$ cat config.mk
export PLATFORM = sky130hd
export DESIGN_NAME = json_string_escaper
export DESIGN_NICKNAME = d
export VERILOG_FILES = /design/src/design/jse_pkg.sv /design/src/design/jse_front.sv /design/src/design/jse_fifo.sv /design/src/design/jse_back.sv /design/src/design/json_string_escaper.sv
export SDC_FILE = /design/constraint.sdc
export NUM_CORES = 1
export LEC_CHECK = 0
export BUFFER_PORTS_ARGS = -buffer_cell sky130_fd_sc_hd__buf_2
export CORE_MARGIN = 1.5
export CORE_UTILIZATION = 40
export DETAILED_ROUTE_END_ITERATION = 6
export PLACE_DENSITY = 0.61
export SETUP_SLACK_MARGIN = 0.02
export SYNTH_ARGS = -nofsm -noshare
export SYNTH_HDL_FRONTEND = slang
export SYNTH_SLANG_ARGS = --single-unit
$ cat constraint.sdc
create_clock -name aclk -period 3.85 [get_ports aclk]
set_input_delay 0.385 -clock aclk [delete_from_list [all_inputs] [get_ports aclk]]
set_output_delay 0.385 -clock aclk [all_outputs]
set_load 0.02 [all_outputs]
$ cat src/design/jse_pkg.sv
// Types, character constants and helpers for the JSON string escaper.
// No dependencies; imported by every module of the block.
package jse_pkg;

    // Work item kinds passed from the front to the back end
    typedef enum logic [1:0] {
        K_PLAIN   = 2'd0,  // byte passes through
        K_PAIR    = 2'd1,  // backslash plus one letter
        K_UNICODE = 2'd2,  // \u00xx
        K_CLOSE   = 2'd3   // closing quote
    } kind_t;

    // One queued work item
    typedef struct packed {
        kind_t      kind;
        logic       pre;   // emit opening quote first
        logic [2:0] len;   // total output bytes, 1..7
        logic [7:0] data;  // raw byte, or escape letter for K_PAIR
    } desc_t;

    // Input op codes
    localparam logic OP_BYTE = 1'b0;
    localparam logic OP_END  = 1'b1;

    // Characters
    localparam logic [7:0] CH_NUL    = 8'h00;
    localparam logic [7:0] CH_BS     = 8'h08;
    localparam logic [7:0] CH_TAB    = 8'h09;
    localparam logic [7:0] CH_LF     = 8'h0A;
    localparam logic [7:0] CH_FF     = 8'h0C;
    localparam logic [7:0] CH_CR     = 8'h0D;
    localparam logic [7:0] CH_QUOTE  = 8'h22;
    localparam logic [7:0] CH_BSLASH = 8'h5C;
    localparam logic [7:0] CH_ZERO   = 8'h30;
    localparam logic [7:0] CH_LOW_A  = 8'h61;
    localparam logic [7:0] CH_LOW_B  = 8'h62;
    localparam logic [7:0] CH_LOW_F  = 8'h66;
    localparam logic [7:0] CH_LOW_N  = 8'h6E;
    localparam logic [7:0] CH_LOW_R  = 8'h72;
    localparam logic [7:0] CH_LOW_T  = 8'h74;
    localparam logic [7:0] CH_LOW_U  = 8'h75;
    localparam logic [7:0] CTRL_LIMIT = 8'h20;

    // Output lengths without the opening quote
    localparam logic [2:0] LEN_ONE     = 3'd1;
    localparam logic [2:0] LEN_PAIR    = 3'd2;
    localparam logic [2:0] LEN_UNICODE = 3'd6;

    // Lower-case hex digit for one nibble
    function automatic logic [7:0] hex_char(input logic [3:0] nib);
        logic [7:0] r;
        if (nib < 4'd10) begin
            r = CH_ZERO + {4'd0, nib};
        end else begin
            r = CH_LOW_A + {4'd0, nib - 4'd10};
        end
        return r;
    endfunction

endpackage

$ cat src/design/jse_front.sv
// Front end: accepts input transactions, tracks quote state, classifies bytes.
// Depends on jse_pkg; feeds jse_fifo.
module jse_front
    import jse_pkg::*;
(
    input  logic       aclk,
    input  logic       aresetn,
    input  logic       in_fire,   // input transaction accepted
    input  logic       in_op,
    input  logic [7:0] in_byte,
    output logic       push,
    output desc_t      push_desc
);

    logic quote_opened_reg, quote_opened_next;
    logic content_stopped_reg, content_stopped_next;

    // Classification and state update
    always_comb begin
        quote_opened_next    = quote_opened_reg;
        content_stopped_next = content_stopped_reg;
        push                 = 1'b0;
        push_desc.kind       = K_PLAIN;
        push_desc.pre        = !quote_opened_reg;
        push_desc.data       = in_byte;
        push_desc.len        = LEN_ONE;
        if (in_fire) begin
            if (in_op == OP_END) begin
                push                 = 1'b1;
                push_desc.kind       = K_CLOSE;
                quote_opened_next    = 1'b0;
                content_stopped_next = 1'b0;
            end else if (!content_stopped_reg) begin
                if (in_byte == CH_NUL) begin
                    content_stopped_next = 1'b1;
                end else begin
                    push              = 1'b1;
                    quote_opened_next = 1'b1;
                    case (in_byte)
                        CH_QUOTE, CH_BSLASH: begin
                            push_desc.kind = K_PAIR;
                            push_desc.len  = LEN_PAIR;
                        end
                        CH_BS: begin
                            push_desc.kind = K_PAIR;
                            push_desc.len  = LEN_PAIR;
                            push_desc.data = CH_LOW_B;
                        end
                        CH_FF: begin
                            push_desc.kind = K_PAIR;
                            push_desc.len  = LEN_PAIR;
                            push_desc.data = CH_LOW_F;
                        end
                        CH_LF: begin
                            push_desc.kind = K_PAIR;
                            push_desc.len  = LEN_PAIR;
                            push_desc.data = CH_LOW_N;
                        end
                        CH_CR: begin
                            push_desc.kind = K_PAIR;
                            push_desc.len  = LEN_PAIR;
                            push_desc.data = CH_LOW_R;
                        end
                        CH_TAB: begin
                            push_desc.kind = K_PAIR;
                            push_desc.len  = LEN_PAIR;
                            push_desc.data = CH_LOW_T;
                        end
                        default: begin
                            if (in_byte < CTRL_LIMIT) begin
                                push_desc.kind = K_UNICODE;
                                push_desc.len  = LEN_UNICODE;
                            end
                        end
                    endcase
                end
            end
        end
        // opening quote adds one byte
        push_desc.len = push_desc.len + {2'd0, push_desc.pre};
    end

    // State registers
    always_ff @(posedge aclk) begin
        if (!aresetn) begin
            quote_opened_reg    <= 1'b0;
            content_stopped_reg <= 1'b0;
        end else begin
            quote_opened_reg    <= quote_opened_next;
            content_stopped_reg <= content_stopped_next;
        end
    end

endmodule

$ cat src/design/jse_fifo.sv
// Short register queue of work items between front and back end.
// Depends on jse_pkg.
module jse_fifo
    import jse_pkg::*;
#(
    parameter int DEPTH = 4
) (
    input  logic  aclk,
    input  logic  aresetn,
    input  logic  push,
    input  desc_t push_desc,
    input  logic  pop,
    output desc_t head,
    output logic  not_empty,
    output logic  full
);

    localparam int PW = (DEPTH > 1) ? $clog2(DEPTH) : 1;
    localparam int CW = $clog2(DEPTH + 1);
    localparam logic [PW-1:0] LAST_PTR = PW'(DEPTH - 1);
    localparam logic [CW-1:0] FULL_CNT = CW'(DEPTH);

    desc_t         mem_reg [DEPTH];
    logic [PW-1:0] wr_ptr_reg, wr_ptr_next;
    logic [PW-1:0] rd_ptr_reg, rd_ptr_next;
    logic [CW-1:0] count_reg, count_next;

    assign head      = mem_reg[rd_ptr_reg];
    assign not_empty = (count_reg != '0);
    assign full      = (count_reg == FULL_CNT);

    // Pointer and count update
    always_comb begin
        wr_ptr_next = wr_ptr_reg;
        rd_ptr_next = rd_ptr_reg;
        count_next  = count_reg;
        if (push) begin
            wr_ptr_next = (wr_ptr_reg == LAST_PTR) ? '0 : wr_ptr_reg + 1'b1;
        end
        if (pop) begin
            rd_ptr_next = (rd_ptr_reg == LAST_PTR) ? '0 : rd_ptr_reg + 1'b1;
        end
        if (push && !pop) begin
            count_next = count_reg + 1'b1;
        end else if (pop && !push) begin
            count_next = count_reg - 1'b1;
        end
    end

    always_ff @(posedge aclk) begin
        if (!aresetn) begin
            wr_ptr_reg <= '0;
            rd_ptr_reg <= '0;
            count_reg  <= '0;
        end else begin
            wr_ptr_reg <= wr_ptr_next;
            rd_ptr_reg <= rd_ptr_next;
            count_reg  <= count_next;
        end
    end

    // Storage, no reset
    always_ff @(posedge aclk) begin
        if (push) begin
            mem_reg[wr_ptr_reg] <= push_desc;
        end
    end

endmodule

$ cat src/design/jse_back.sv
// Back end: expands queued work items into output bytes, one per ready cycle.
// Depends on jse_pkg; reads the head of jse_fifo, drives the output register.
module jse_back
    import jse_pkg::*;
(
    input  logic       aclk,
    input  logic       aresetn,
    input  desc_t      head,
    input  logic       head_valid,
    output logic       pop,
    output logic       out_valid,
    input  logic       out_ready,
    output logic [7:0] out_byte,
    output logic       out_last,
    output logic       out_done
);

    logic [2:0] idx_reg, idx_next;
    logic       valid_reg, valid_next;
    logic [7:0] byte_reg, byte_next;
    logic       last_reg, last_next;
    logic       done_reg, done_next;
    logic       load;
    logic [2:0] pos;   // position after the opening quote
    logic       at_end;

    assign load   = !valid_reg || out_ready;
    assign pos    = idx_reg - {2'd0, head.pre};
    assign at_end = (idx_reg == head.len - 3'd1);
    assign pop    = load && head_valid && at_end;

    // Byte selection for the current position
    always_comb begin
        byte_next = CH_QUOTE;
        done_next = 1'b0;
        if (head.pre && idx_reg == 3'd0) begin
            byte_next = CH_QUOTE;
        end else begin
            case (head.kind)
                K_PLAIN: byte_next = head.data;
                K_PAIR:  byte_next = (pos == 3'd0) ? CH_BSLASH : head.data;
                K_UNICODE: begin
                    case (pos)
                        3'd0:    byte_next = CH_BSLASH;
                        3'd1:    byte_next = CH_LOW_U;
                        3'd2:    byte_next = CH_ZERO;
                        3'd3:    byte_next = CH_ZERO;
                        3'd4:    byte_next = hex_char(head.data[7:4]);
                        3'd5:    byte_next = hex_char(head.data[3:0]);
                        default: byte_next = CH_ZERO;
                    endcase
                end
                K_CLOSE: begin
                    byte_next = CH_QUOTE;
                    done_next = 1'b1;
                end
                default: byte_next = head.data;
            endcase
        end
        last_next = at_end;
    end

    // Output register and position counter
    always_comb begin
        valid_next = valid_reg;
        idx_next   = idx_reg;
        if (load) begin
            valid_next = head_valid;
            if (head_valid) begin
                idx_next = at_end ? 3'd0 : idx_reg + 3'd1;
            end
        end
    end

    always_ff @(posedge aclk) begin
        if (!aresetn) begin
            valid_reg <= 1'b0;
            idx_reg   <= 3'd0;
        end else begin
            valid_reg <= valid_next;
            idx_reg   <= idx_next;
        end
    end

    always_ff @(posedge aclk) begin
        if (load && head_valid) begin
            byte_reg <= byte_next;
            last_reg <= last_next;
            done_reg <= done_next;
        end
    end

    assign out_valid = valid_reg;
    assign out_byte  = byte_reg;
    assign out_last  = last_reg;
    assign out_done  = done_reg;

endmodule

$ cat src/design/json_string_escaper.sv
// JSON string escaper, top level: front end, work queue, back end.
// Depends on jse_pkg, jse_front, jse_fifo, jse_back.
//
// Usage:
//   s_ side: one transaction per raw string byte (s_tuser = 0, byte in
//   s_tdata), then one end transaction (s_tuser = 1, s_tdata ignored).
//   m_ side: one transaction per byte of quoted JSON text. m_tlast marks the
//   final byte caused by an input transaction, m_tuser the closing quote.
//   A zero byte ends the content; later bytes up to the end are dropped.
//   An accepted transaction is first written into the work queue; its first
//   output byte then goes from the queue head into the output register.
//   Throughput: the input side takes one transaction per cycle while the
//   FIFO_DEPTH-entry work queue has room; the back end emits one byte per
//   ready cycle; an item gives 1 to 7 bytes (escapes 2, \u00xx 6, plus one
//   for the opening quote), and the output port sets the sustained rate.
//   Reset (aresetn low, synchronous) empties the queue and output register
//   and clears the quote state. When m_tready is low the output register
//   holds and the queue fills; s_tready drops only when the queue is full.
module json_string_escaper
    import jse_pkg::*;
#(
    parameter int FIFO_DEPTH = 4
) (
    input  logic       aclk,
    input  logic       aresetn,
    input  logic       s_tvalid,
    output logic       s_tready,
    input  logic [7:0] s_tdata,   // [7:0] in_byte
    input  logic [0:0] s_tuser,   // [0] op
    output logic       m_tvalid,
    input  logic       m_tready,
    output logic [7:0] m_tdata,   // [7:0] out_byte
    output logic       m_tlast,
    output logic [0:0] m_tuser    // [0] string_done
);

    logic  in_fire;
    logic  push, pop, not_empty, full;
    desc_t push_desc, head;

    assign s_tready = !full;
    assign in_fire  = s_tvalid && s_tready;

    jse_front u_front (
        .aclk      (aclk),
        .aresetn   (aresetn),
        .in_fire   (in_fire),
        .in_op     (s_tuser[0]),
        .in_byte   (s_tdata),
        .push      (push),
        .push_desc (push_desc)
    );

    jse_fifo #(
        .DEPTH (FIFO_DEPTH)
    ) u_fifo (
        .aclk      (aclk),
        .aresetn   (aresetn),
        .push      (push),
        .push_desc (push_desc),
        .pop       (pop),
        .head      (head),
        .not_empty (not_empty),
        .full      (full)
    );

    jse_back u_back (
        .aclk       (aclk),
        .aresetn    (aresetn),
        .head       (head),
        .head_valid (not_empty),
        .pop        (pop),
        .out_valid  (m_tvalid),
        .out_ready  (m_tready),
        .out_byte   (m_tdata),
        .out_last   (m_tlast),
        .out_done   (m_tuser[0])
    );

endmodule

==> Flow_metrics.wiki <==
{| class="wikitable"
! Metric !! Value
|-
| Largest net degree at the start of global routing || 15
|-
| Cell count of the worst hold path || 1
|-
| Sequence of cells on the critical path || buf_4 -> mux4_1 -> inv_1 -> ha_1 -> xnor2_1 -> xnor2_1 -> nor4b_2 -> inv_1 -> ha_1 -> inv_1 -> fa_1 -> xor2_1 -> or3_1 -> a21boi_0
|-
| Number of global-route vias before repair || between 2k and 2.5k
|-
| Clk_lat worst skew || between 0.3 and 0.4 ns
|-
| Number of optimization iterations in the first detailed-route pass || 4
|-
| Post-layout min period || around 3.2 ns
|-
| Final hold vios || 0
|-
| Max Fanout on Critical Path || 7
|-
| Number of different library cells in the post-synthesis netlist || 53
|-
| Sequential share of the synthesized area || 0.566
|-
| Number of flops mapped to enable cells by yosys || 66
|-
| F_max || roughly 310 MHz
|-
| Number of hold-repair buffers added at the cts stage || 0
|-
| Count of standard-cell rows || 36
|-
| Count of inserted antenna diode cells || 0
|-
| Cell Area, Synth || between 4000 and 5000 sq um
|-
| Leakage || 1.62 nW
|-
| Die H || between 100 and 150 um
|-
| Critical path class || reg -> reg
|-
| Final #Nets || about 370
|-
| Wire length after detailed routing || just under 7000 um
|-
| Vias per std cell || between 5 and 6
|-
| Number of antenna violations at the first check in global routing || 0
|-
| Kind of cell adding the most delay to the critical path || simple AND/OR/NAND/NOR gates
|-
| Vias post-DR || around 2.4k
|-
| All-layer global routing usage || 0.140
|-
| Power per cell area || between 600 and 700 nW/um^2
|-
| R2R depth || 14
|-
| Average routed wire per standard cell || between 10 and 15 um
|-
| Largest stage delay on the critical path || approximately 0.55 ns
|-
| Placer Congestion || 0.845
|-
| Reg clk slew, reported paths || approximately 0.08 ns
|-
| Worst hold slack after final layout || between 0.2 and 0.3 ns
|-
| Number of port buffers || 24
|-
| Final max-slew violation count || 0
|-
| Measured slew at the worst slew-check pin || approximately 0.74 ns
|-
| Worst slew margin relative to its limit || 0.509
|-
| Clock sink total || 81
|-
| Mapped Cells || roughly 300
|-
| Die Outline Area || 10700 sq um
|-
| Most frequent cell on the critical path || inv_1
|-
| Final worst path period share || 0.843
|-
| Global-route wire length before repair || ~11000 um
|-
| Slowest CP cell || mux4_1
|-
| Worst endpoint required time || 4.12 ns
|-
| Remaining global-route overflow || 0
|-
| DRC marker count from the first detailed-route iteration || about 120
|-
| Die Span X || about 100 um
|-
| Total number of H-tree levels || 3
|-
| Area of the core || approximately 9800 sq um
|-
| Arr. time, crit path || 3.51 ns
|-
| Max clock buf depth || 2
|-
| Initial standard-cell utilization of the core || 0.412
|-
| Total of warnings raised by yosys || 0
|-
| Number of remaining DRC errors || 0
|-
| Post-synthesis area per instance || roughly 13 sq um
|-
| Fill cell count || a little under 900
|-
| Post-synth top flop || edfxtp_1
|-
| Number of buffers created by CTS || 9
|-
| Count of nets left with antenna violations after detail routing || 0
|-
| Share of cells above drive strength 1 || 0.180
|-
| Max-cap violation count || 0
|-
| Internal reg-to-reg setup slack || a little over 0.6 ns
|-
| Worst-case clock skew || slightly below 0.007 ns
|-
| FF+latch count, synth || just over 80
|-
| Worst setup SP type || register
|-
| Most frequent cells in the layout || 66 x edfxtp_1, 24 x buf_2, 21 x inv_1, 21 x nor2_1, 20 x ha_1
|-
| Crit. End Element || register
|-
| HPWL after detailed placement || roughly 5000 um
|-
| IR drop worst, VDD || about 270 uV
|-
| Hold Crit Start || s_tdata[7]
|-
| Type of the tightest min-delay check || in -> reg
|-
| Root buffer selected by CTS || clkbuf_8
|-
| Fraction of registers with async set or reset after synthesis || 0
|-
| Buf/Inv on CP || 4
|-
| Final total negative setup slack || 0 ns
|-
| Unrepaired setup endpoints after global routing || false
|-
| Register Area || 2280 sq um
|-
| Top-Level Pins || 25
|-
| Area growth from synthesis to layout || 10.5%
|-
| Worst reg2reg endpoint || u_fifo.count_reg[2]$_SDFFE_PN0P_
|-
| End point of the worst hold path || u_fifo.mem_reg[0][7]$_DFFE_PP_
|-
| Cells resized by post-CTS repair || 0
|-
| Status || finished, final reports clean
|-
| Final setup violation count || 0
|-
| Area of the multi-input gates || about 1600 sq um
|-
| Leading cell type in the layout, fill and taps excluded || edfxtp_1
|-
| Post-synth net total || 337
|-
| CTS tree || yes
|-
| Number of flip-flops in the largest register || 56
|-
| Post-CTS setup repair buffer count || 0
|}
-- metal layers --
layer,global-route usage,up-vias,wire [um]
met3,0.0262,12,172
met1,0.194,1150,3420
li1,-,1192,-
met5,0,-,0
met4,0.0655,0,137
met2,0.216,42,3040
-- cell usage after synthesis, types with 3 or more instances --
library cell	instances	area [sq um]
o21ai_0	7	35.0
nor2_1	21	78.8
a211oi_1	3	22.5
a21oi_1	9	45.0
o21ai_1	5	25.0
mux4_1	4	105
inv_1	21	78.8
mux2i_1	5	50.1
nand2_1	16	60.1
nand4_1	4	25.0
xnor2_1	10	87.6
mux4_2	10	225
nor2b_1	5	31.3
dfxtp_1	15	300
clkbuf_1	5	18.8
xor2_1	5	43.8
nand2b_1	8	50.1
nor3_1	4	20.0
edfxtp_1	66	1980
nand3_1	4	20.0
o21a_1	4	30.0
nand3b_1	3	22.5
o211ai_1	5	37.5
ha_1	20	250
and2_1	7	43.8
-- through the flow --
| stage | setup WS, ns | power (mW) | cells | area, sq um | util |
|---|---|---|---|---|---|
| detailed placement | 0.600 | 2.46 | 456 | 4290 | 0.439 |
| global placement | 0.683 | 2.44 | 456 | 4290 | 0.439 |
| floorplan | 0.803 | 2.18 | 303 | 4030 | - |
| global route | 0.288 | 3.15 | 471 | 4450 | 0.456 |
| finish | 0.605 | 2.95 | 471 | 4450 | 0.456 |
| CTS | 0.572 | 2.97 | 471 | 4450 | 0.456 |
-- kinds of logic (layout without fill, tap and decap cells) --
| group | count (synthesis) | after routing | synth area share |
|---|---|---|---|
| AO/OA/AOI/OAI | 49 | 49 | 0.0814 |
| XOR/XNOR | 15 | 15 | 0.0326 |
| adder cells (fa/ha/maj) | 21 | 21 | 0.0671 |
| buffers and inverters | 30 | 65 | 0.0345 |
| flip-flops | 81 | 81 | 0.566 |
| multiplexers | 19 | 19 | 0.0944 |
| AND/OR/NAND/NOR | 88 | 88 | 0.124 |
-- where the power goes --
part / switching, mW / internal, mW / leakage (nW) / total, mW
Combinational: 0.713 / 0.495 / 0.801 / 1.21
Sequential: 0.0681 / 1.16 / 0.732 / 1.22
Clock: 0.288 / 0.227 / 0.0846 / 0.515
Total: 1.07 / 1.88 / 1.62 / 2.95
-- area by class of cell --
| class | instances | share of cell area |
|---|---|---|
| well taps | 133 | 0.0374 |
| clock inverters | 6 | 0.00815 |
| repair buffers | 29 | 0.0354 |
| flip-flops and latches | 81 | 0.513 |
| clock buffers | 9 | 0.0278 |
| inverters | 21 | 0.0177 |
| multi-input cells | 192 | 0.361 |
-- worst max path at each step --
stage / startpoint / endpoint / slack [ns] / cells past startpoint
finish: register / u_fifo.count_reg[2]$_SDFFE_PN0P_ / 0.60 / 14
global route: register / u_fifo.count_reg[2]$_SDFFE_PN0P_ / 0.29 / 14
CTS: register / u_fifo.count_reg[2]$_SDFFE_PN0P_ / 0.57 / 14
detailed placement: register / u_fifo.count_reg[2]$_SDFFE_PN0P_ / 0.60 / 14
global placement: register / u_fifo.count_reg[2]$_SDFFE_PN0P_ / 0.68 / 14
floorplan: register / u_fifo.count_reg[2]$_SDFFE_PN0P_ / 0.80 / 15
(Power assumes the default switching activity.)
